===== src/design/bcc_pkg.sv =====
`timescale 1ns / 1ps
// ----------------------------------------------------------------------------
// bcc_pkg
// shared types and constants of the baryon color contraction unit
// ----------------------------------------------------------------------------
package bcc_pkg;

    localparam int CW = 16;
    localparam int AW = 64;

    typedef logic signed [CW-1:0] comp_t;

    // one accepted word after the front end
    typedef struct packed {
        logic [1:0] color;
        logic [1:0] phase;
        logic       last;
        comp_t      q1_re;
        comp_t      q1_im;
        comp_t      q2_re;
        comp_t      q2_im;
        comp_t      q3_re;
        comp_t      q3_im;
    } item_t;

    localparam logic [1:0] PH_POS_ONE = 2'd0;
    localparam logic [1:0] PH_POS_I   = 2'd1;
    localparam logic [1:0] PH_NEG_ONE = 2'd2;
    localparam logic [1:0] PH_NEG_I   = 2'd3;

    localparam logic [1:0] COLOR_0 = 2'd0;
    localparam logic [1:0] COLOR_1 = 2'd1;
    localparam logic [1:0] COLOR_2 = 2'd2;

    localparam logic [0:0] REG_GAMMA = 1'b0;

endpackage


===== src/design/bcc_front.sv =====
`timescale 1ns / 1ps
// ----------------------------------------------------------------------------
// bcc_front
// input acceptance, phase lookup and configuration register
// ----------------------------------------------------------------------------
module bcc_front
    import bcc_pkg::*;
(
    input  logic        clk,
    input  logic        rst_n,
    input  logic        psel,
    input  logic        penable,
    input  logic        pwrite,
    input  logic [0:0]  paddr,
    input  logic [31:0] pwdata,
    output logic [31:0] prdata,
    input  logic        in_valid,
    output logic        in_ready,
    input  logic [1:0]  color,
    input  logic [1:0]  spin,
    input  comp_t       q1_re, q1_im, q2_re, q2_im, q3_re, q3_im,
    input  logic        last,
    output logic        q_valid,
    input  logic        q_ready,
    output item_t       q_item
);

    logic [7:0] gamma_reg;

    always_ff @(posedge clk or negedge rst_n)
    begin
        if (!rst_n)
            gamma_reg <= 8'd0;
        else if (psel && penable && pwrite && paddr == REG_GAMMA)
            gamma_reg <= pwdata[7:0];
    end

    assign prdata = (paddr == REG_GAMMA) ? {24'd0, gamma_reg} : 32'd0;

    assign in_ready = q_ready;
    assign q_valid  = in_valid;
    always_comb
    begin
        q_item.color = color;
        q_item.phase = gamma_reg[{spin, 1'b0} +: 2];
        q_item.last  = last;
        q_item.q1_re = q1_re; q_item.q1_im = q1_im;
        q_item.q2_re = q2_re; q_item.q2_im = q2_im;
        q_item.q3_re = q3_re; q_item.q3_im = q3_im;
    end

endmodule


===== config.mk =====
export PLATFORM = sky130hd
export DESIGN_NAME = bcc_front
export DESIGN_NICKNAME = d
export VERILOG_FILES = /design/src/design/bcc_pkg.sv /design/src/design/bcc_front.sv
export SDC_FILE = /design/constraint.sdc
export NUM_CORES = 1
export LEC_CHECK = 0
export ABC_CLOCK_PERIOD_IN_PS = 1160
export BUFFER_PORTS_ARGS = -buffer_cell sky130_fd_sc_hd__buf_2
export CAP_MARGIN = 20
export CORE_AREA = 4 4 105 107
export DETAILED_ROUTE_END_ITERATION = 16
export DIE_AREA = 0 0 109 111
export SLEW_MARGIN = 20
export SYNTH_ARGS = -nofsm -noshare
export SYNTH_HDL_FRONTEND = slang
export SYNTH_SLANG_ARGS = --single-unit

===== constraint.sdc =====
create_clock -name clk -period 1.16 [get_ports clk]
set_input_delay 0.058 -clock clk [delete_from_list [all_inputs] [get_ports clk]]
set_output_delay 0.058 -clock clk [all_outputs]
set_load 0.005 [all_outputs]

==> impl_metrics.yaml <==
run_status:
  outcome: "finished with violations"
  failed_checks: "negative setup slack"
cts:
  ctsRootBufferMaster: "clkbuf_8"
  path_clk_slew_ns: 0.04
  h-tree-depth: 1
  clock_sinks: 8
  clk_latency_ns: 0.22
  cts_buffer_depth: 2
  cts_tree: "done"
  numCtsBuffers: 3
min_path:
  min_path_type: "in2reg"
critical_path:
  worstPathRequired_ns: 1.10
  cp-start-kind: "flip-flop"
  cp-end-kind: "output port"
  crit_type: "reg2out"
  cp_max_fo: 3
  cp.arrival_ns: 1.21
global_route:
  grt_overflow_total: 0
  grt_use_total_pct: 3.760
  grt_max_degree: 10
  antenna_found_initial: 0
  grt_pass1_wl_microns: 3394
  grt_pass1_vias: 562
sta:
  report.final.setup_viol: 2
  period_share_pct: 109.2
  fin_crit_ns: 1.267
  drv_slew: 0
  skew_ns: 0
  finalWorstSetupSlack_ns: -0.1069
  setup-tns-final_ns: -0.2071
  rsz0062_at_grt: "true"
  fmax_mhz: 789.3
  hold_viol: 0
layout:
  regArea_sq_um: 200.2
  num-nets-final: 224
  nFillCells: 1184
  largest_reg_flops: 8
  stdcell_area_sq_um: 873.3
  multiInputGateArea_sq_um: 319.1
  final_core_util_pct: 8.614
  area_growth_syn_to_layout_pct: -36.31
  drive_gt1_share_pct: 59.26
  antenna_cells: 0
logic_synthesis:
  synth_most_common_cell: "buf_4"
  synth_area_leaders: "buf_4, dfrtp_1, mux2_2"
  synth_area_per_cell_sq_um: 8.963
  synth_seq_cells: 8
  syn-cell-area_sq_um: 1371
  synthArstFlopShare_pct: 100.0
  yosys-top-cells-count: "buf_4, and2b_2, dfrtp_1, mux2_2, mux4_2"
  synth_edf_count: 0
  synth_top_family_by_area: "buffers and inverters"
  syn_inst: 153
  synthAdderAreaFrac_pct: 0
  synth_ff_type: "dfrtp_1"
  yosys.area_share.simple_pct: 6.843
  synth_compound_area_share_pct: 0
  synth_cell_types: 7
  synth_warnings: 0
  synth_area_leader_cell: "buf_4"
  yosysSeqAreaShare_pct: 14.60
  yosys-mux-area-fraction_pct: 9.854
  synth_xor_area_share_pct: 0
  synth_top_area_share_pct: 68.43
drt:
  drtIter0Drc: 4
  wl_per_cell_microns: 12.32
  drc: 0
  ant_nets: 0
  dr.pass1.iters: 2
  routed_via_density: 2.429
  num_vias: 527
  totalWireLength_microns: 2674
die:
  fp.coreArea_sq_um: 10140
  dieHeight_microns: 111
  ios: 276
  start_util_pct: 13.53
  die_x_microns: 109
  rows: 37
  die-area_sq_um: 12100
placement:
  post_dp_cell_area_sq_um: 814.5
  place_ws_ns: 0.1227
  dp_hpwl_microns: 2372
  gp_congestion: 0.7220
  io_buffers: 25
pwr:
  p_leak_nw: 0.4160
  vdd_drop_max_v: 0.0006009
  p_per_area_nw_per_um2: 1126
flow_run:
  maxCapViolations: 0
==> critical path, stage by stage, from the launching register on <==
cell,delay (ns)
dfrtp_1,0.39
mux4_2,0.46
buf_2,0.14
==> per-stage QoR <==
stage / hold WS, ns / power (mW) / instances
6_report: 0.06906 / 0.9837 / 217
5_1_grt: 0.06305 / 1.044 / 217
4_1_cts: 0.06587 / 0.9921 / 217
3_5_place_dp: -0.08805 / 0.6470 / 212
3_3_place_gp: -0.09164 / 0.6415 / 212
2_1_floorplan: -0.2376 / 0.8665 / 176
==> final timing paths <==
kind | start | to | slack, ns | cells after the start
hold / removal | pwdata[6] | gamma_reg[6] | 0.07 | 2
hold reg to reg | gamma_reg[6] | gamma_reg[6] | 0.52 | 1
min in group asynchronous | rst_n | gamma_reg[4] | 0.21 | 2
setup reg to reg | gamma_reg[2] | gamma_reg[2] | 0.26 | 2
setup / recovery | gamma_reg[7] | q_item[98] | -0.11 | 2
max in group asynchronous | rst_n | gamma_reg[5] | 0.78 | 2
==> logic make-up (layout without fill, tap and decap cells) <==
group,after synthesis,in the layout
buffers and inverters,125,30
multiplexers,10,10
AND/OR/NAND/NOR,9,9
other,1,24
flip-flops,8,8
==> layout make-up <==
cell class	instances	area share (%)
Sequential cell	8	22.92
Tap cell	136	19.48
Clock buffer	3	4.728
Multi-Input combinational cell	43	36.53
Timing Repair Buffer	27	16.33
==> repair_timing <==
action | in CTS | in global routing
resized for setup | 0 | 0
hold endpoints to repair | 8 | 0
hold buffers | 1 | 0
endpoints found under the setup margin | 2 | 2
setup buffers | 1 | 0
==> per-layer routing <==
metal	track usage (%)	routed length, microns	vias up	part of all wire [%]
li1	-	-	181	-
met1	1.870	460	200	17
met4	5.556	335	0	13
met3	3.960	776	40	29
met2	5.283	1101	106	41
met5	0	0	-	0
==> cells in the final DEF (no fill, tap or decap) <==
master         instances
and2b_2                8
mux2_2                 8
clkbuf_8               3
dlygate4sd3_1          1
buf_2                 25
dfrtp_1                8
conb_1                24
nand4b_4               1
buf_4                  1
mux4_2                 2
==> where the power goes <==
group          total, mW  switching (mW)  internal, mW  leakage [nW]
Clock              0.326           0.102         0.224        0.0216
Sequential         0.392          0.0492         0.343        0.0960
Combinational      0.266          0.0983         0.167         0.298
Power figures use the tool's default switching activity.
