==> src/design/bcc_pkg.sv <==
`timescale 1ns / 1ps
// ----------------------------------------------------------------------------
// bcc_pkg
// shared types and constants of the baryon color contraction unit
// ----------------------------------------------------------------------------
package bcc_pkg;

    localparam int CW = 16;
    localparam int AW = 64;

    typedef logic signed [CW-1:0] comp_t;

    // one accepted word after the front end
    typedef struct packed {
        logic [1:0] color;
        logic [1:0] phase;
        logic       last;
        comp_t      q1_re;
        comp_t      q1_im;
        comp_t      q2_re;
        comp_t      q2_im;
        comp_t      q3_re;
        comp_t      q3_im;
    } item_t;

    localparam logic [1:0] PH_POS_ONE = 2'd0;
    localparam logic [1:0] PH_POS_I   = 2'd1;
    localparam logic [1:0] PH_NEG_ONE = 2'd2;
    localparam logic [1:0] PH_NEG_I   = 2'd3;

    localparam logic [1:0] COLOR_0 = 2'd0;
    localparam logic [1:0] COLOR_1 = 2'd1;
    localparam logic [1:0] COLOR_2 = 2'd2;

    localparam logic [0:0] REG_GAMMA = 1'b0;

endpackage

==> src/design/bcc_queue.sv <==
`timescale 1ns / 1ps
// ----------------------------------------------------------------------------
// bcc_queue
// two-entry queue between front end and contraction engine
// ----------------------------------------------------------------------------
module bcc_queue
    import bcc_pkg::*;
(
    input  logic  clk,
    input  logic  rst_n,
    input  logic  in_valid,
    output logic  in_ready,
    input  item_t in_item,
    output logic  out_valid,
    input  logic  out_ready,
    output item_t out_item
);

    item_t      mem_reg [2];
    logic       wptr_reg, rptr_reg;
    logic [1:0] count_reg;
    logic       push, pop;

    assign in_ready  = (count_reg != 2'd2);
    assign out_valid = (count_reg != 2'd0);
    assign out_item  = mem_reg[rptr_reg];
    assign push      = in_valid && in_ready;
    assign pop       = out_valid && out_ready;

    always_ff @(posedge clk)
    begin
        if (push)
        begin
            mem_reg[wptr_reg] <= in_item;
        end
    end

    always_ff @(posedge clk or negedge rst_n)
    begin
        if (!rst_n)
        begin
            wptr_reg  <= 1'b0;
            rptr_reg  <= 1'b0;
            count_reg <= 2'd0;
        end
        else
        begin
            if (push) wptr_reg <= ~wptr_reg;
            if (pop) rptr_reg <= ~rptr_reg;
            count_reg <= count_reg + {1'b0, push} - {1'b0, pop};
        end
    end

`ifndef SYNTHESIS
    a_no_overflow: assert property (@(posedge clk) disable iff (!rst_n)
        count_reg == 2'd2 |-> !push) else $error("queue overflow");
    a_count_move: assert property (@(posedge clk) disable iff (!rst_n)
        (push && !pop) |=> count_reg == $past(count_reg) + 2'd1)
        else $error("queue count");
    a_empty_nopop: assert property (@(posedge clk) disable iff (!rst_n)
        count_reg == 2'd0 |-> !pop) else $error("queue underflow");
`endif

endmodule

==> config.mk <==
export PLATFORM = sky130hd
export DESIGN_NAME = bcc_queue
export DESIGN_NICKNAME = d
export VERILOG_FILES = /design/src/design/bcc_pkg.sv /design/src/design/bcc_queue.sv
export SDC_FILE = /design/constraint.sdc
export NUM_CORES = 1
export LEC_CHECK = 0
export ABC_AREA = 0
export BUFFER_PORTS_ARGS = -buffer_cell sky130_fd_sc_hd__buf_2
export CELL_PAD_IN_SITES_DETAIL_PLACEMENT = 0
export CELL_PAD_IN_SITES_GLOBAL_PLACEMENT = 1
export CORE_MARGIN = 3
export CORE_UTILIZATION = 30
export DETAILED_ROUTE_END_ITERATION = 8
export PLACE_DENSITY_LB_ADDON = 0.1
export SLEW_MARGIN = 30
export SYNTH_ARGS = -nofsm -noshare
export SYNTH_HDL_FRONTEND = slang
export SYNTH_SLANG_ARGS = --single-unit
==> constraint.sdc <==
create_clock -name clk -period 4.9 [get_ports clk]
set_clock_uncertainty 0.1 [all_clocks]
set_input_delay 0.49 -clock clk [delete_from_list [all_inputs] [get_ports clk]]
set_output_delay 0.49 -clock clk [all_outputs]
set_load 0.05 [all_outputs]
==> summary.md, run 1 <==
The flow ran to the end, and the final reports show no timing, DRC or antenna violations. The effective utilization at floorplan was 30.71%; the number of port buffers was 207. The synthesized area divided by synthesized cell count was 22.70 um2; the number of nets in the synthesized netlist was 438. 0 antenna diodes ended up in the layout. Setup violations remaining at the end of the flow were counted as 0. Cell taking the most area after synthesis: sky130_fd_sc_hd__edfxtp_1.

The cell leakage power is 3.570 nW, and the number of max-slew violations in the final report is 0. Once placement finished, the instance area stood at 8917 um2. The internal reg-to-reg setup slack was 2600 ps; the post-layout instance area was 9628 um2.

The die covers 26980 um2. Endpoint of the worst hold-timing path: mem_reg[1][91]. The die is 164.3 um wide. The post-synthesis adder-cell area fraction was 0.3331%. For the count of instances resized after the clock tree is built, the log shows 0.

The synthesized design contains 206 register bits. The cell type of the slowest stage on the worst timing path is sky130_fd_sc_hd__dfrtp_4. The synthesized design devotes to its leading area cell type 80.73% of total area. The final critical delay including setup and external delays came out at 3050 ps. At the placement stage, the worst setup path has a slack of 2278 ps.

Buffer cell driving the clock tree root: sky130_fd_sc_hd__clkbuf_16. Type of the setup path with the least slack: reg -> out. XOR/XNOR share of the synthesized area: 0.4663%. The core region is 24460 um2. The mux cell area share after synthesis came out at 15.14%.

The number of buffers created by CTS came out at 23. The endpoint identified for the worst register-to-register timing path is mem_reg[0][53]. Clock latency on the worst-skew pair, taken at its later pin, is 490 ps. The highest cell delay on the worst timing path was 740 ps; the number of nets with antenna violations after detailed routing was 0. Global routing used 10.93% of the available tracks across all layers. In this run the deepest clock path goes through 3 buffers. The headroom to the max-slew limit was 49.86%; the number of sinks on the clock net was 206.

The tools report the initial detailed-routing violation count as 177. The worst min-delay path startpoint is in_item[91]. The final worst-path cycle share is 62.25%. The worst ir drop on vdd is 0.3467 mV. The Yosys step of the flow raised 0 warnings. Walking the worst path, the cells encountered are buf_4 -> mux2_2 -> buf_2. The tools report the reported max-cap violation count as 0.

The worst hold path stage count was 1; the global-route congestion overflow total was 0. Compared with the post-synthesis result, the final layout area differs by 28.14%. For the first-pass GRT wire length, the log shows 22720 um. The run gives 3 as the number of antenna violations at the first check in global routing. The number of cells traversed by the worst register-to-register path came out at 4. For the pin with the worst max-slew slack, the measured transition is 752.0 ps.

After clock tree synthesis, the clock-pin slew on the worst setup and hold paths is 60 ps. The instance count of the mapped netlist is 331, and the hold violation count in the final report is 0. The tools report the data arrival time of the worst path as 2460 ps.

Maximum fanout along the worst path: 42. The mapped netlist covers 7513 um2. The sort of element at the start of the critical path is a register.

Filler cell count in the final layout: 2282. The via count of the first global-routing pass is 4057. The HPWL after detailed placement is 10140 um. The commonest cells after synthesis are 202 x sky130_fd_sc_hd__edfxtp_1, 101 x sky130_fd_sc_hd__mux2_2, 9 x sky130_fd_sc_hd__buf_6. After detailed routing, the total wire length is 15300 um. The fraction of registers with async set or reset after synthesis came out at 1.942%. The cell with the most instances after synthesis was sky130_fd_sc_hd__edfxtp_1. The run gives 1 as the number of levels the H-tree was split into. Sorting the synthesized cells by area gives the leading types as sky130_fd_sc_hd__edfxtp_1 81%, sky130_fd_sc_hd__mux2_2 15%, sky130_fd_sc_hd__buf_6 1.3%. After detailed routing, the number of remaining DRC violations is 0.

The tools report the category of the worst setup path capture point as an output port. Power spread over the standard cell area amounts to 716.9 nW/um2. The final-stage net count was 666. The path class of the tightest hold or removal check is in -> reg.

Beginning of the worst register-to-register path: count_reg[1]. Of the total synthesized cell area, the portion taken by AND, OR, NAND and NOR gates is 0.4663%. Derived from the worst setup path, the maximum achievable clock frequency is 0.3278 GHz. The logs give 57 for the number of standard-cell rows in the floorplan and 4 for the detailed-router iteration count before antenna repair. In this run the count of I/O pins placed on the die edge is 208.

The register with the most flip-flops in the layout has 202 of them. Once routing completed, OpenROAD measured the worst setup slack at 1850 ps. For this run, the leading register cell type out of synthesis is sky130_fd_sc_hd__edfxtp_1. In this run, synthesis inferred 202 flip-flops with an integrated enable. The final route contains 3822 vias. The cell family contributing the most delay on the critical path is buffers and inverters.

The die is 164.3 um tall. The netlist uses 15 different library cells. Entering global routing, the biggest net connects 54 pins. The proportion of synthesized chip area in sequential cells came out at 82.06%.

The synthesized-area fraction occupied by ao, oa, aoi and oai cells is 0%. Dividing the detail-routed via count by the number of cells gives 4.256. TritonCTS built the clock tree. The placer's final routability congestion estimate came out at 0.6930.

Dividing the detail-routed wire length by the instance count gives 17.04 um. Cells with a size suffix above 1 make up 61.15% of the layout. The final total negative setup slack came out at 0 ps. After synthesis, the largest family of logic cells by area is multiplexers. The buffer and inverter count on the worst path is 2, and the share of the core filled with cells in the final layout is 39.36%. The required time at the endpoint of the critical path is 4310 ps.

Setup repair after global routing left no endpoint under its margin.
layout by cell type, fill, tap and decap left out, drive strengths merged:
cell / netlist / final
and2: 1 / 1
inv: 1 / 1
dlygate4sd3: 0 / 1
ha: 2 / 2
dfrtp: 4 / 4
clkbuf: 0 / 24
nand2b: 1 / 1
bufinv: 0 / 2
edfxtp: 202 / 202
nor2: 1 / 1
clkinv: 0 / 14
buf: 11 / 213
nand2: 1 / 1
xnor2: 3 / 3
or2: 1 / 1
xor2: 1 / 1
mux2: 101 / 101
and3: 1 / 1
layout make-up:
type / instances / area (um2) / area share (%)
Clock buffer: 24 / 579.3 / 6.017
Clock inverter: 16 / 121.4 / 1.261
Inverter: 1 / 3.754 / 0.03899
Multi-Input combinational cell: 113 / 1245 / 12.93
Sequential cell: 206 / 6170 / 64.08
Tap cell: 324 / 405.4 / 4.211
Timing Repair Buffer: 214 / 1104 / 11.46
timing repair:
action / 4_1_cts / 5_1_grt
buffers inserted: 0 / 0
endpoints found under the hold margin: 4 / 0
hold buffers: 1 / 0
cell families (layout without fill, tap and decap cells):
logic type	count (synthesis)	count (layout)
flip-flops	206	206
multiplexers	101	101
buffers and inverters	12	255
AND/OR/NAND/NOR	6	6
XOR/XNOR	4	4
adder cells (fa/ha/maj)	2	2
worst max-delay path by stage:
stage               slack, ps          from  cells after the start       endpoint
global route             1660      rptr_reg                      3   out_item[49]
finish                   1850      rptr_reg                      3   out_item[96]
floorplan                 710  count_reg[0]                      3  mem_reg[0][0]
global placement         2310      rptr_reg                      3   out_item[49]
detailed placement       2280      rptr_reg                      3   out_item[77]
CTS                      1740      rptr_reg                      3   out_item[77]
stage by stage:
stage / hold WS (ps) / total power, W / cells
6_report: 81.46 / 0.006902 / 898
5_1_grt: 57.09 / 0.007252 / 898
4_1_cts: 52.41 / 0.007044 / 898
3_5_place_dp: 201.6 / 0.005413 / 857
3_3_place_gp: 201.5 / 0.005396 / 857
2_1_floorplan: 94.41 / 0.004823 / 331
routing by layer:
| layer | vias up | global-route usage (%) | share of wire, % |
|---|---|---|---|
| li1 | 1777 | - | - |
| met1 | 1861 | 13.28 | 39 |
| met2 | 149 | 17.61 | 47 |
| met3 | 29 | 4.817 | 11 |
| met4 | 6 | 3.306 | 1.9 |
| met5 | - | 0 | 0.18 |
power by group:
group | leakage [nW] | switching [W] | internal (W)
registers | 1.92 | 0.000140 | 0.00241
clock network | 0.351 | 0.000633 | 0.000954
logic | 1.30 | 0.00203 | 0.000738
total | 3.57 | 0.00280 | 0.00410
Power figures use the tool's default switching activity.
==> run 2, diff against run 1 <==
==> constraint.sdc (replaced) <==
create_clock -name clk -period 2.9 [get_ports clk]
set_clock_uncertainty 0.1 [all_clocks]
set_input_delay 0.29 -clock clk [delete_from_list [all_inputs] [get_ports clk]]
set_output_delay 0.29 -clock clk [all_outputs]
set_load 0.05 [all_outputs]
==> run 2 against run 1 <==
  * Critical path type unchanged
  * Design area grew 12%
  * Largest power group unchanged
  * Critical endpoint is now out_item[26]
  * Worst hold slack lost 40 ps
  * Combinational power grew 78%
==> summary.md, run 2 (same netlist as run 1, synthesis figures left out) <==
The flow ran to the end, and the final reports show no timing, DRC or antenna violations. The final critical delay including setup and external delays came out at 2553 ps. Setup repair after global routing left no endpoint under its margin. The library cells used most frequently in the layout, excluding fill and tap cells, are 207 x sky130_fd_sc_hd__buf_2, 202 x sky130_fd_sc_hd__edfxtp_1, 103 x sky130_fd_sc_hd__dlygate4sd3_1, 101 x sky130_fd_sc_hd__mux2_2, 25 x sky130_fd_sc_hd__clkbuf_16. The worst setup path is launched from a register. The routed layout has 4229 vias.

Met3 routing resource usage after global routing: 3.253%. The number of nets with antenna violations after detailed routing was 0; the number of levels the H-tree was split into was 1. The floorplan step set the die width to 164.3 um. The die covers 26980 um2. In the global route stage, met2 resource usage came out at 20.67%. For this run, design rule violations remaining after detail routing come to 0. Using the TritonRoute via totals, the vias-per-cell ratio works out to 4.212. The core region is 24460 um2.

The detailed router finished its first iteration with 169 violations. Summed over all nets, the half-perimeter wirelength after detailed placement is 10400 um. Once the clock tree was built, the setup fixing pass inserted 0 buffers.

Required time at the endpoint of the critical path: 2510 ps. The tools report the via count of the first global-routing pass as 4638. Once layout is complete, the utilization of the core stands at 43.92%. Adding up every negative setup slack in the final design gives 0 ps.

Startpoint of the most critical setup path: rptr_reg. For this run, the post-layout net count is 770. The number of antenna diodes in the final layout is 0.

Final number of setup-violating endpoints: 0. The measured slew at the worst slew-check pin is 561.1 ps, and the number of flip-flops under the largest register name is 202. For the cell leakage power, the log shows 4.022 nW. The logs give 41.65 ps for the post-route worst hold slack and 1020 ps for the internal reg-to-reg setup slack. The pre-antenna-repair detailed-routing pass consisted of 4 iterations.

Number of port buffers: 207. The run gives 0 as the number of antenna violations at the first check in global routing. Across the VDD grid, the largest voltage drop is 0.6273 mV. Static timing analysis puts the maximum clock frequency at 0.3916 GHz.

The number of max-slew violations in the final report was 0. For the placer's final routability congestion estimate, the log shows 0.7040. In this run the critical register-to-register path is launched from count_reg[1]. STA puts the critical path data arrival time at 2160 ps. The run gives 0 as the reported max-cap violation count. The insertion delay to the later sink of the worst-skew pair is 490 ps. The number of cells traversed by the worst register-to-register path is 7. CTS saw 206 sinks.

Category of the worst setup path capture point: an output port. The most common cell after layout, fill and taps aside was sky130_fd_sc_hd__buf_2. For this run the aggregate overflow at the end of global routing stands at 0. The die height came out at 164.3 um.

Measured against its own limit, the worst slew margin works out to 62.59%. Counting along the longest clock path gives a buffer depth of 3. Area overhead of the layout relative to synthesis: 42.98%.

Clock tree synthesis selected as its root buffer the cell sky130_fd_sc_hd__clkbuf_16. The most used routing layer was met2. In this run the critical register-to-register path is captured at count_reg[1]. The run gives 208 as the count of pins on the block boundary. Entering global routing, the biggest net connects 80 pins. For this design the ratio of total power to cell area is 1111 nW/um2. Along the worst path, the maximum fanout reaches 34.

Type of the setup path with the least slack: reg -> out. The type of the tightest min-delay check is in -> async. Dividing the detail-routed wire length by the instance count gives 16.26 um. The run gives 24 as the number of buffers created by CTS. Clock-pin slew was measured on the worst setup and hold paths at 50 ps.

The logs give 11.64% for the total global-route track usage and 24560 um for the first-pass GRT wire length. The proportion of layout cells with a drive suffix above 1 is 51.32%. The hold violation count in the final report came out at 0. TritonCTS built the clock tree. Dividing the final minimum period by the clock period gives 88.05%. Summed over all layers, the routed wires come to 16330 um.

The logs give 30.71% for the effective utilization at floorplan and 13.95% for the met1 track utilization from global routing. After floorplanning, the core was divided into 57 placement rows.
==> run 2: changes by cell type in the layout (fill, tap and decap cells not counted), sizes merged <==
cell         previous run  this run
clkbuf                 24        29
clkinv                 14        13
dlygate4sd3             1       103
bufinv                  2         1
buf                   213       214
==> run 2: critical path, stage by stage (launching register included) <==
cell and delay, ps:
sky130_fd_sc_hd__dfrtp_4 780, sky130_fd_sc_hd__buf_12 280, sky130_fd_sc_hd__mux2_2 370, sky130_fd_sc_hd__buf_2 220
==> run 2: worst max path at each step <==
stage | slack [ps] | endpoint
finish | 350 | out_item[26]
global route | 220 | out_item[30]
CTS | 250 | out_item[30]
detailed placement | 800 | out_item[26]
global placement | 800 | out_item[26]
floorplan | 10 | mem_reg[0][0]
==> run 2: power by group <==
part	internal [W]	switching [W]	leakage, nW
Combinational	0.00143	0.00347	1.75
Clock	0.00164	0.00107	0.352
Sequential	0.00407	0.000250	1.92
==> run 2: per-layer routing <==
| layer | share of wire [%] | vias to the layer above |
|---|---|---|
| li1 | - | 1983 |
| met3 | 7.1 | 21 |
| met2 | 51 | 131 |
| met1 | 40 | 2094 |
| met4 | 1.7 | 0 |
| met5 | 0 | - |
==> run 2: layout make-up <==
type	instances	area, um2
Timing Repair Buffer	317	2195
Tap cell	324	405.4
Multi-Input combinational cell	113	1247
Clock buffer	29	640.6
Fill cell	2229	13720
Clock inverter	14	81.33
Inverter	1	3.754
Sequential cell	206	6170
==> run 2: repair_timing <==
| item | in CTS | in global routing |
|---|---|---|
| gates resized for setup | 0 | 0 |
| hold buffers | 103 | 0 |
| endpoints found under the hold margin | 207 | 0 |
==> run 2: per-stage QoR <==
stage / instances / area [um2] / setup WS (ps) / total power (W)
after floorplan: 331 / 7525 / 13.82 / 0.008120
after global placement: 858 / 8990 / 796.8 / 0.009245
after detailed placement: 858 / 8990 / 797.9 / 0.009264
after CTS: 1004 / 10740 / 245.5 / 0.01218
after global routing: 1004 / 10740 / 222.7 / 0.01251
final: 1004 / 10740 / 346.5 / 0.01194
